## config.mk

```make
export PLATFORM = sky130hd
export DESIGN_NAME = priority_velocity_command_mux_unit
export DESIGN_NICKNAME = d
export VERILOG_FILES = /design/src/rtl/pvcm_pkg.sv /design/src/rtl/pvcm_src_bank.sv /design/src/rtl/pvcm_out_buf.sv /design/src/rtl/priority_velocity_command_mux_unit.sv
export SDC_FILE = /design/constraint.sdc
export NUM_CORES = 1
export LEC_CHECK = 0
export ABC_CLOCK_PERIOD_IN_PS = 15130
export BUFFER_PORTS_ARGS = -buffer_cell sky130_fd_sc_hd__buf_4
export CORE_MARGIN = 1
export CORE_UTILIZATION = 50
export DETAILED_ROUTE_END_ITERATION = 8
export HOLD_SLACK_MARGIN = 0.08
export PLACE_DENSITY = 0.71
export SYNTH_ARGS = -nofsm -noshare
export SYNTH_HDL_FRONTEND = slang
export SYNTH_SLANG_ARGS = --single-unit
export TNS_END_PERCENT = 10
```

## constraint.sdc

```tcl
create_clock -name clk -period 15.13 [get_ports clk]
set_clock_uncertainty 0.2 [all_clocks]
set_input_delay 3.026 -clock clk [delete_from_list [all_inputs] [get_ports clk]]
set_output_delay 3.026 -clock clk [all_outputs]
set_load 0.03 [all_outputs]
```

## src/rtl/pvcm_pkg.sv

```systemverilog
`default_nettype none
package pvcm_pkg;

    localparam int NUM_SRC   = 3;
    localparam int VEL_W     = 16;
    localparam int AGE_W     = 16;
    localparam int PERIOD_W  = 10;
    localparam int CMD_W     = 2;
    localparam int SLOT_W    = 2;
    localparam int CFG_IDX_W = 2;
    localparam int CFG_W     = 16;

    localparam logic [AGE_W-1:0] AGE_MAX = {AGE_W{1'b1}};

    localparam logic [CMD_W-1:0] CMD_TICK   = 2'd0;
    localparam logic [CMD_W-1:0] CMD_NAV    = 2'd1;
    localparam logic [CMD_W-1:0] CMD_TELEOP = 2'd2;
    localparam logic [CMD_W-1:0] CMD_AVOID  = 2'd3;

    localparam logic [SLOT_W-1:0] SLOT_AVOID  = 2'd0;
    localparam logic [SLOT_W-1:0] SLOT_TELEOP = 2'd1;
    localparam logic [SLOT_W-1:0] SLOT_NAV    = 2'd2;

    localparam logic [1:0] SRC_NONE   = 2'd0;
    localparam logic [1:0] SRC_AVOID  = 2'd1;
    localparam logic [1:0] SRC_TELEOP = 2'd2;
    localparam logic [1:0] SRC_NAV    = 2'd3;

    localparam logic [CFG_IDX_W-1:0] REG_AVOID_TIMEOUT  = 2'd0;
    localparam logic [CFG_IDX_W-1:0] REG_TELEOP_TIMEOUT = 2'd1;
    localparam logic [CFG_IDX_W-1:0] REG_NAV_TIMEOUT    = 2'd2;
    localparam logic [CFG_IDX_W-1:0] REG_PUBLISH_PERIOD = 2'd3;

    localparam logic [AGE_W-1:0]    AVOID_TIMEOUT_RST  = 16'd250;
    localparam logic [AGE_W-1:0]    TELEOP_TIMEOUT_RST = 16'd500;
    localparam logic [AGE_W-1:0]    NAV_TIMEOUT_RST    = 16'd500;
    localparam logic [PERIOD_W-1:0] PUBLISH_PERIOD_RST = 10'd50;

    typedef struct packed {
        logic signed [VEL_W-1:0] linear_x;
        logic signed [VEL_W-1:0] linear_y;
        logic signed [VEL_W-1:0] linear_z;
        logic signed [VEL_W-1:0] angular_x;
        logic signed [VEL_W-1:0] angular_y;
        logic signed [VEL_W-1:0] angular_z;
    } vel_t;

    typedef struct packed {
        logic [1:0] source;
        vel_t       vel;
    } result_t;

    typedef struct packed {
        logic              upd;
        logic              tick;
        logic [SLOT_W-1:0] slot;
    } bank_ctrl_t;

endpackage
`default_nettype wire

```

## src/rtl/pvcm_src_bank.sv

```systemverilog
`default_nettype none
module pvcm_src_bank
    import pvcm_pkg::*;
(
    input  wire logic             clk,
    input  wire logic             rst_n,
    input  wire bank_ctrl_t       ctrl,
    input  wire vel_t             upd_vel,
    input  wire logic [AGE_W-1:0] timeout [NUM_SRC],
    output logic [NUM_SRC-1:0]    fresh_after_tick,
    output vel_t                  cached_vel [NUM_SRC]
);

    vel_t               cache_reg [NUM_SRC];
    logic [NUM_SRC-1:0] received_reg;
    logic [AGE_W-1:0]   age_reg [NUM_SRC];
    logic [AGE_W-1:0]   age_inc [NUM_SRC];

    always_comb
    begin
        for (int s = 0; s < NUM_SRC; s++)
        begin
            age_inc[s] = (age_reg[s] == AGE_MAX) ? age_reg[s] : age_reg[s] + 1'b1;
            fresh_after_tick[s] = received_reg[s] && (age_inc[s] <= timeout[s]);
            cached_vel[s] = cache_reg[s];
        end
    end

    always_ff @(posedge clk)
    begin
        if (ctrl.upd)
        begin
            cache_reg[ctrl.slot] <= upd_vel;
        end
    end

    always_ff @(posedge clk or negedge rst_n)
    begin
        if (!rst_n)
        begin
            received_reg <= '0;
            for (int s = 0; s < NUM_SRC; s++)
            begin
                age_reg[s] <= '0;
            end
        end
        else if (ctrl.upd)
        begin
            received_reg[ctrl.slot] <= 1'b1;
            age_reg[ctrl.slot]      <= '0;
        end
        else if (ctrl.tick)
        begin
            for (int s = 0; s < NUM_SRC; s++)
            begin
                age_reg[s] <= age_inc[s];
            end
        end
    end

endmodule
`default_nettype wire

```

## src/rtl/pvcm_out_buf.sv

```systemverilog
`default_nettype none
module pvcm_out_buf
    import pvcm_pkg::*;
(
    input  wire logic    clk,
    input  wire logic    rst_n,
    input  wire logic    push,
    input  wire result_t push_data,
    output logic         can_push,
    output logic         out_valid,
    input  wire logic    out_ready,
    output result_t      out_data
);

    logic    main_valid_reg;
    logic    skid_valid_reg;
    result_t main_data_reg;
    result_t skid_data_reg;
    logic    pop;

    assign pop       = main_valid_reg && out_ready;
    assign can_push  = !skid_valid_reg;
    assign out_valid = main_valid_reg;
    assign out_data  = main_data_reg;

    always_ff @(posedge clk or negedge rst_n)
    begin
        if (!rst_n)
        begin
            main_valid_reg <= 1'b0;
            skid_valid_reg <= 1'b0;
        end
        else if (pop && skid_valid_reg)
        begin
            skid_valid_reg <= 1'b0;
        end
        else if (pop || !main_valid_reg)
        begin
            main_valid_reg <= push;
        end
        else if (push)
        begin
            skid_valid_reg <= 1'b1;
        end
    end

    always_ff @(posedge clk)
    begin
        if (pop && skid_valid_reg)
        begin
            main_data_reg <= skid_data_reg;
        end
        else if (pop || !main_valid_reg)
        begin
            main_data_reg <= push_data;
        end
        else if (push)
        begin
            skid_data_reg <= push_data;
        end
    end

endmodule
`default_nettype wire

```

## src/rtl/priority_velocity_command_mux_unit.sv

```systemverilog
// A tick beat that publishes registers its result in the two-entry output buffer, which
// decouples the sides. One input beat is taken per cycle while input ready is high.
// Input ready drops only while both output entries hold results.
// Reset clears ages, received flags, the period count, the stop flag and the buffer,
// and loads the default timeouts and publish period; cached velocities are not reset.
`default_nettype none
module priority_velocity_command_mux_unit
    import pvcm_pkg::*;
(
    input  wire logic                    clk,
    input  wire logic                    rst_n,
    input  wire logic                    cfg_wr_en,
    input  wire logic [CFG_IDX_W-1:0]    cfg_index,
    input  wire logic [CFG_W-1:0]        cfg_data,
    input  wire logic                    in_valid,
    output logic                         in_ready,
    input  wire logic [CMD_W-1:0]        command,
    input  wire logic signed [VEL_W-1:0] linear_x,
    input  wire logic signed [VEL_W-1:0] linear_y,
    input  wire logic signed [VEL_W-1:0] linear_z,
    input  wire logic signed [VEL_W-1:0] angular_x,
    input  wire logic signed [VEL_W-1:0] angular_y,
    input  wire logic signed [VEL_W-1:0] angular_z,
    output logic                         out_valid,
    input  wire logic                    out_ready,
    output logic [1:0]                   selected_source,
    output logic signed [VEL_W-1:0]      out_linear_x,
    output logic signed [VEL_W-1:0]      out_linear_y,
    output logic signed [VEL_W-1:0]      out_linear_z,
    output logic signed [VEL_W-1:0]      out_angular_x,
    output logic signed [VEL_W-1:0]      out_angular_y,
    output logic signed [VEL_W-1:0]      out_angular_z
);

    logic [AGE_W-1:0]    timeout_reg [NUM_SRC];
    logic [PERIOD_W-1:0] period_reg;
    logic [PERIOD_W-1:0] period_count_reg;
    logic [PERIOD_W-1:0] period_count_next;
    logic                stop_sent_reg;
    logic                stop_sent_next;

    logic                accept;
    logic                is_tick;
    logic [PERIOD_W-1:0] count_inc;
    logic [PERIOD_W-1:0] period_eff;
    logic                select_now;
    logic                any_fresh;
    logic                emit;
    bank_ctrl_t          bank_ctrl;
    vel_t                in_vel;
    logic [NUM_SRC-1:0]  fresh;
    vel_t                cached_vel [NUM_SRC];
    result_t             result;
    result_t             out_res;

    assign accept  = in_valid && in_ready;
    assign is_tick = (command == CMD_TICK);

    assign in_vel.linear_x  = linear_x;
    assign in_vel.linear_y  = linear_y;
    assign in_vel.linear_z  = linear_z;
    assign in_vel.angular_x = angular_x;
    assign in_vel.angular_y = angular_y;
    assign in_vel.angular_z = angular_z;

    always_comb
    begin
        bank_ctrl.upd  = accept && !is_tick;
        bank_ctrl.tick = accept && is_tick;
        case (command)
            CMD_AVOID:  bank_ctrl.slot = SLOT_AVOID;
            CMD_TELEOP: bank_ctrl.slot = SLOT_TELEOP;
            default:    bank_ctrl.slot = SLOT_NAV;
        endcase
    end

    pvcm_src_bank u_bank (
        .clk              (clk),
        .rst_n            (rst_n),
        .ctrl             (bank_ctrl),
        .upd_vel          (in_vel),
        .timeout          (timeout_reg),
        .fresh_after_tick (fresh),
        .cached_vel       (cached_vel)
    );

    always_comb
    begin
        count_inc  = period_count_reg + 1'b1;
        period_eff = (period_reg == '0) ? PERIOD_W'(1) : period_reg;
        select_now = is_tick && ((count_inc == '0) || (count_inc >= period_eff));
        any_fresh  = |fresh;
        emit       = accept && select_now && (any_fresh || !stop_sent_reg);

        period_count_next = period_count_reg;
        stop_sent_next    = stop_sent_reg;
        if (accept && is_tick)
        begin
            period_count_next = select_now ? '0 : count_inc;
            if (select_now)
            begin
                stop_sent_next = !any_fresh;
            end
        end

        if (fresh[SLOT_AVOID])
        begin
            result.source = SRC_AVOID;
            result.vel    = cached_vel[SLOT_AVOID];
        end
        else if (fresh[SLOT_TELEOP])
        begin
            result.source = SRC_TELEOP;
            result.vel    = cached_vel[SLOT_TELEOP];
        end
        else if (fresh[SLOT_NAV])
        begin
            result.source = SRC_NAV;
            result.vel    = cached_vel[SLOT_NAV];
        end
        else
        begin
            result.source = SRC_NONE;
            result.vel    = '0;
        end
    end

    always_ff @(posedge clk or negedge rst_n)
    begin
        if (!rst_n)
        begin
            timeout_reg[SLOT_AVOID]  <= AVOID_TIMEOUT_RST;
            timeout_reg[SLOT_TELEOP] <= TELEOP_TIMEOUT_RST;
            timeout_reg[SLOT_NAV]    <= NAV_TIMEOUT_RST;
            period_reg               <= PUBLISH_PERIOD_RST;
        end
        else if (cfg_wr_en)
        begin
            case (cfg_index)
                REG_AVOID_TIMEOUT:  timeout_reg[SLOT_AVOID]  <= cfg_data;
                REG_TELEOP_TIMEOUT: timeout_reg[SLOT_TELEOP] <= cfg_data;
                REG_NAV_TIMEOUT:    timeout_reg[SLOT_NAV]    <= cfg_data;
                REG_PUBLISH_PERIOD: period_reg <= cfg_data[PERIOD_W-1:0];
                default:            ;
            endcase
        end
    end

    always_ff @(posedge clk or negedge rst_n)
    begin
        if (!rst_n)
        begin
            period_count_reg <= '0;
            stop_sent_reg    <= 1'b0;
        end
        else
        begin
            period_count_reg <= period_count_next;
            stop_sent_reg    <= stop_sent_next;
        end
    end

    pvcm_out_buf u_out_buf (
        .clk       (clk),
        .rst_n     (rst_n),
        .push      (emit),
        .push_data (result),
        .can_push  (in_ready),
        .out_valid (out_valid),
        .out_ready (out_ready),
        .out_data  (out_res)
    );

    assign selected_source = out_res.source;
    assign out_linear_x    = out_res.vel.linear_x;
    assign out_linear_y    = out_res.vel.linear_y;
    assign out_linear_z    = out_res.vel.linear_z;
    assign out_angular_x   = out_res.vel.angular_x;
    assign out_angular_y   = out_res.vel.angular_y;
    assign out_angular_z   = out_res.vel.angular_z;

endmodule
`default_nettype wire
```

# Yosys cells after proc, flatten, opt, wreduce, memory -nomap -nowiden
# Memories as Yosys holds them, arrays and structs flattened.
# Cells that the tools add are included.
# op_classes
n_addsub,4
n_lt_le_gt_ge,8
eq_ne,9
mux,22
n_bitwise,6
reduce_logical,37
# op_table
op,n
2-to-1 mux 98 bit,5
2-to-1 mux 48 bit,2
2-to-1 mux 16 bit,4
adder 16 x 1 -> 16 bit (second input constant),3
bitwise AND 48 bit,1
== test 16 bit (second input constant),3
less-or-equal comparator 16 bit,3
inverter 48 bit,1
demux 16 bit (select 2 bit),1
zero test 10 bit,2
2-to-1 mux 10 bit,2
AND reduction 2 bit,7
logical AND 1 bit,13
adder 10 x 1 -> 10 bit (second input constant),1
>= comparator 10 bit,1
== test 2 bit (second input constant),4
2-to-1 mux 1 bit,6
nonzero test 2 bit,3
zero test 1 bit,5
zero test 2 bit,2
case mux 2 bit (2 select lines),1
>= comparator 3 bit (second input constant),1
logical OR 1 bit,3
less-than comparator 2 x 3 -> 1 bit (second input constant),1
10 further kinds,11
# word_totals
ff_bits,318
ram_bits,288
in_bits,121
n_memories,1
# mem_list
name,words,word_bits,read_ports,rd_clocked_by_memory_dff,wr,line_no,source
u_bank.cache_reg,3,96,3,0,1,pvcm_src_bank.sv:14,vel_t cache_reg [NUM_SRC];

# Logic depth before layout (Yosys ltp)
# logic_depth
ltp_word,10
depth_mapped,18
depth_no_buf,14

# Cells and area by module
# A second synthesis with hierarchy kept.
# hier_totals
hier_cells,1794
area_unflattened_um2,25647.1
# modules_own_cells
mod,n_inst,cells_each,area_each_um2,seq_area_each_um2
pvcm_src_bank,1,875,13405.4,9924.5
pvcm_out_buf,1,315,7234.4,5935.7
priority_velocity_command_mux_unit,1,604,5007.3,1752.9

# Worst setup path after synthesis
# No wires, ideal clock.
# synth_path
path_kind,input port to flip-flop
startpoint,input out_ready
endpoint,"register u_out_buf.skid_data_reg[0] in the netlist's numbering, enable pin"
setup_ps,675
arrival_time_ps,12253
path_slack_ps,2002
path_stages,2
cell_sequence,nand2b_1 nor3_1
# synth_between
elab_chain_len,4
elab_cells_between_ends,6
cone_classes,2 x bitwise; 4 x reduce/logical
# synth_rtl
item,line_no,source
start: declaration,priority_velocity_command_mux_unit.sv:25,"input wire logic out_ready,"
logical AND 1 bit *,pvcm_out_buf.sv:21,assign pop = main_valid_reg && out_ready;
logical AND 1 bit / logical OR 1 bit (equally long branches),"pvcm_out_buf.sv:49, pvcm_out_buf.sv:53",
inverter 1 bit (no source line),-,
AND reduction 3 bit (no source line) *,-,
end signal: assignment,pvcm_out_buf.sv:59,skid_data_reg <= push_data;
end: declaration,pvcm_out_buf.sv:18,result_t skid_data_reg;
# Mark *: on every way between the ends. The rest lies on a longest branch, timed or not.
# A chain may end at the register's enable or synchronous reset.

# Worst setup path in the final report
# layout_path
startpoint,register u_bank.age_reg[16] in the netlist's numbering
endpoint,"register u_out_buf.skid_data_reg[69] in the netlist's numbering, enable pin"
# layout_between
elab_chain_len,8
elab_cells_between_ends,9
cone_classes,1 x add/sub; 1 x order compare; 1 x eq/ne; 1 x mux; 5 x reduce/logical
# layout_rtl
item,line_no,source
start: declaration,pvcm_src_bank.sv:16,logic [AGE_W-1:0] age_reg [NUM_SRC];
start signal: indexed assignment,pvcm_src_bank.sv:56,age_reg[s] <= age_inc[s];
adder 16 x 1 -> 16 bit / == test 16 bit (equally long branches),pvcm_src_bank.sv:23,age_inc[s] = (age_reg[s] == AGE_MAX) ? age_reg[s] : age_reg[s] + 1'b1;
2-to-1 mux 16 bit *,pvcm_src_bank.sv:23,
less-or-equal comparator 16 bit *,pvcm_src_bank.sv:24,fresh_after_tick[s] = received_reg[s] && (age_inc[s] <= timeout[s]);
logical AND 1 bit *,pvcm_src_bank.sv:24,
OR reduction 3 bit *,priority_velocity_command_mux_unit.sv:92,any_fresh = |fresh;
logical OR 1 bit *,priority_velocity_command_mux_unit.sv:93,emit = accept && select_now && (any_fresh || !stop_sent_reg);
logical AND 1 bit *,priority_velocity_command_mux_unit.sv:93,
AND reduction 3 bit (no source line) *,-,
# Marks and branches as above.

==> metrics.txt <==
# TYPE chip_impl_metric gauge
chip_impl_metric{name="worstHoldPathCells",unit=""} 1
chip_impl_metric{name="multi_input_area",unit="um^2"} 8080
chip_impl_metric{name="avgSynthCellArea",unit="um^2"} 12.0
chip_impl_metric{name="firstDrtPassIters",unit=""} 5
chip_impl_metric{name="overflow",unit=""} 0
chip_impl_info{name="crit_type",value="reg2reg"} 1
chip_impl_metric{name="reg2reg_depth",unit=""} 17
chip_impl_metric{name="worst-endpoint-arrival",unit="ps"} 6310
chip_impl_metric{name="first_global_vias",unit=""} 17800
chip_impl_metric{name="top_level_ports",unit=""} 221
chip_impl_metric{name="starting_utilization_of_the_core_area",unit="%"} 51.0
chip_impl_metric{name="clock_insertion_delay_worst_skew",unit="ps"} 640
chip_impl_metric{name="via_count",unit=""} 18000
chip_impl_metric{name="totalNegativeSetupSlack",unit="ps"} 0
chip_impl_metric{name="ys_ff_latch",unit=""} 606
chip_impl_metric{name="ys_async_sr_fraction",unit="%"} 20.1
chip_impl_metric{name="buffers_added_on_ports",unit=""} 220
chip_impl_metric{name="largest_reg_flops",unit=""} 288
chip_impl_info{name="cts_tree",value="yes"} 1
chip_impl_info{name="most_common_flop_cell_mapped_by_yosys",value="edfxtp_1"} 1
chip_impl_metric{name="layout_fillers",unit=""} 4053
chip_impl_metric{name="syn_nets",unit=""} 2381
chip_impl_metric{name="count_of_flip_flops_with_a_built_in_enable_after_synthesis",unit=""} 484
chip_impl_metric{name="die_y",unit="um"} 232
chip_impl_metric{name="period_minus_slack",unit="ps"} 6270
chip_impl_metric{name="routabilityCongestion",unit=""} 0.879
chip_impl_metric{name="htreeDepth",unit=""} 2
chip_impl_metric{name="slew_headroom",unit="%"} 23.2
chip_impl_metric{name="dr.first_iter.drc_count",unit=""} 1439
chip_impl_info{name="setup.worst_path.end_class",value="register"} 1
chip_impl_metric{name="worst_slew_pin_slew",unit="ps"} 1150
chip_impl_info{name="outcome",value="completed"} 1
chip_impl_metric{name="antenna_violations_before_repair",unit=""} 6
chip_impl_metric{name="numClockSinks",unit=""} 606
chip_impl_info{name="worst_path_dominant_cell_family",value="simple AND/OR/NAND/NOR gates"} 1
chip_impl_metric{name="critPathRequiredTime",unit="ps"} 15170
chip_impl_info{name="rsz0062_at_grt",value="no"} 1
chip_impl_metric{name="p_leak",unit="nW"} 11.7
chip_impl_metric{name="max_freq",unit="GHz"} 0.159
chip_impl_metric{name="worst-path-max-fanout",unit=""} 53
chip_impl_metric{name="detailedPlace.worstSlack",unit="ps"} 8390
chip_impl_metric{name="power-per-cell-area",unit="nW/um^2"} 124
chip_impl_metric{name="synthesis.yosys.warnings",unit=""} 0
chip_impl_metric{name="drc_errors",unit=""} 0
chip_impl_metric{name="max-clock-path-buffers",unit=""} 3
chip_impl_metric{name="irDropWorstVdd",unit="mV"} 0.103
chip_impl_info{name="post_synth_most_frequent_cells",value="484 x edfxtp_1, 298 x nand2_1, 232 x a21oi_1, 135 x nor2_1, 131 x nand3_1"} 1
chip_impl_metric{name="postLayoutSetupSlackWorst",unit="ps"} 8860
chip_impl_metric{name="fp.coreArea",unit="um^2"} 51700
chip_impl_metric{name="max_slew_violation_count",unit=""} 0
chip_impl_metric{name="cp_slowest_stage_delay",unit="ps"} 800
chip_impl_metric{name="netlist-cell-type-count",unit=""} 55
chip_impl_metric{name="post_route_cells_drive_above_1_share",unit="%"} 17.8
chip_impl_metric{name="syn-cell-area",unit="um^2"} 26400
chip_impl_metric{name="clk_pin_slew_worst_paths",unit="ps"} 60
chip_impl_metric{name="place.detailed.hpwl",unit="mm"} 38.4
chip_impl_metric{name="grt_start_max_net_pins",unit=""} 195
chip_impl_metric{name="critPathBufInv",unit=""} 3
chip_impl_info{name="yosys.area.top_type",value="edfxtp_1"} 1
chip_impl_info{name="critical_path.cell_chain",value="ha_1 -> nand3_1 -> nor3_1 -> nor3_1 -> nand3_1 -> xnor2_1 -> ha_1 -> a21oi_1 -> nor3_1 -> or4b_1 -> a2111oi_4 -> buf_4 -> nor2_1 -> and4_1 -> nor3_2 -> buf_4 -> buf_4"} 1
chip_impl_metric{name="register_area",unit="um^2"} 17600
chip_impl_metric{name="post_cts_resize_count",unit=""} 0
chip_impl_metric{name="globalRouteTotalUtil",unit="%"} 24.3
chip_impl_metric{name="path_depth",unit=""} 17
chip_impl_metric{name="timing.final.crit_share",unit="%"} 41.4
chip_impl_metric{name="synthCells",unit=""} 2197
chip_impl_info{name="synth_area_leaders",value="edfxtp_1 55%, dfrtp_1 9.6%, a21oi_1 4.4%, nand2_1 4.2%, ha_1 3.0%"} 1
chip_impl_metric{name="netlist.area_leader.share",unit="%"} 55.1
chip_impl_metric{name="postCtsSetupRepairBufs",unit=""} 0
chip_impl_info{name="clk_root_buffer_cell",value="clkbuf_16"} 1
chip_impl_metric{name="synth_seq_area_share",unit="%"} 66.7
chip_impl_metric{name="num_rows",unit=""} 83
chip_impl_metric{name="finalSetupViolCount",unit=""} 0
chip_impl_info{name="critical_path.slowest_cell",value="buf_4"} 1
chip_impl_info{name="setup.worst_path.start_class",value="register"} 1
chip_impl_metric{name="cts_hold_buffers",unit=""} 0
chip_impl_info{name="synth.most_common_cell",value="edfxtp_1"} 1
chip_impl_metric{name="detail-route-antenna-nets",unit=""} 0
chip_impl_metric{name="fp.dieArea",unit="um^2"} 53700
chip_impl_metric{name="floorplan.die.width",unit="um"} 232
chip_impl_metric{name="drt-total-wl",unit="mm"} 65.1
chip_impl_metric{name="drt-vias-per-instance",unit=""} 5.82
chip_impl_metric{name="grt_first_pass_wirelength",unit="mm"} 101
chip_impl_metric{name="holdWs",unit="ps"} 302
chip_impl_metric{name="final_net_count",unit=""} 2548
chip_impl_metric{name="drv.max_cap_violation_count",unit=""} 0
chip_impl_metric{name="wl_per_cell",unit="um"} 21.1
chip_impl_metric{name="areaGrowthSynthToFinish",unit="%"} 15.7
chip_impl_metric{name="finalHoldViolations",unit=""} 0
chip_impl_info{name="min-delay-path-class",value="reg2reg"} 1
chip_impl_metric{name="cts_inserted_buffers",unit=""} 60
## layout by cell type (no fill, tap or decap), types with 64 or more instances in the layout
master and n:
o211ai_1 100, nand3_1 129, edfxtp_1 484, dfrtp_1 101, buf_4 240, o21ai_0 64
nor3_1 112, nand2_1 297, a21oi_1 232, nor2_1 131
## layer usage
layer	vias up	global-route usage (%)	share of wire (%)	routed length, um
met5	-	0	0.086	56
met4	8	7.85	2.6	1690
met3	121	4.11	6.5	4240
met2	618	40.0	49	31700
met1	8806	32.8	42	27400
li1	8428	-	-	-
## final timing paths
kind	start	slack, ps	end
setup / recovery	u_bank.age_reg[16]	8860	u_out_buf.skid_data_reg[69]
hold / removal	u_bank.received_reg[0]	300	u_bank.received_reg[0]
min in group asynchronous	rst_n	2190	period_reg[0]
setup reg to reg	u_bank.age_reg[16]	8860	u_out_buf.skid_data_reg[69]
max in group asynchronous	rst_n	11100	u_bank.age_reg[2]
hold reg to reg	u_bank.received_reg[0]	300	u_bank.received_reg[0]
## metrics by stage
stage	area, um^2	utilization, %	cells	power (W)
global route	30500	59.0	3091	0.00391
global placement	28600	55.3	2982	0.00232
finish	30500	59.0	3091	0.00377
detailed placement	28600	55.3	2982	0.00234
floorplan	26400	-	2197	0.00220
CTS	30500	59.0	3089	0.00380
## power breakdown
part | switching (W) | leakage (nW) | internal, W | total (W)
Combinational | 0.000201 | 4.69 | 0.000142 | 0.000342
Sequential | 0.0000523 | 6.10 | 0.00191 | 0.00196
Clock | 0.000639 | 0.933 | 0.000829 | 0.00147
Total | 0.000892 | 11.7 | 0.00288 | 0.00377
## worst register-to-register path, stage by stage (launching register included)
cell and delay, ps:
dfrtp_1 430, ha_1 290, nand3_1 180, nor3_1 150
nor3_1 640, nand3_1 220, xnor2_1 240, ha_1 280
a21oi_1 140, nor3_1 60, or4b_1 550, a2111oi_4 300
buf_4 340, nor2_1 110, and4_1 250, nor3_2 110
buf_4 570, buf_4 810
## kinds of logic (layout without fill, tap and decap cells)
logic type | Yosys count | in the layout | share of synthesized area, %
xor+xnor | 42 | 42 | 1.39
other cells | 0 | 2 | 0
mux | 50 | 50 | 2.13
buf+inv | 200 | 412 | 2.98
fa+ha+maj | 63 | 63 | 2.99
compound gates | 477 | 477 | 10.9
simple gates | 759 | 759 | 12.9
flops | 606 | 606 | 66.7
## layout make-up
cell class | instances | area share, %
Sequential cell | 606 | 57.7
Multi-Input combinational cell | 1391 | 26.5
Timing Repair Buffer | 241 | 5.97
Clock buffer | 79 | 5.22
Tap cell | 680 | 2.79
Clock inverter | 28 | 1.07
Inverter | 64 | 0.795
Antenna cell | 2 | 0.0164
No activity file was read; power rests on OpenSTA's default activity.
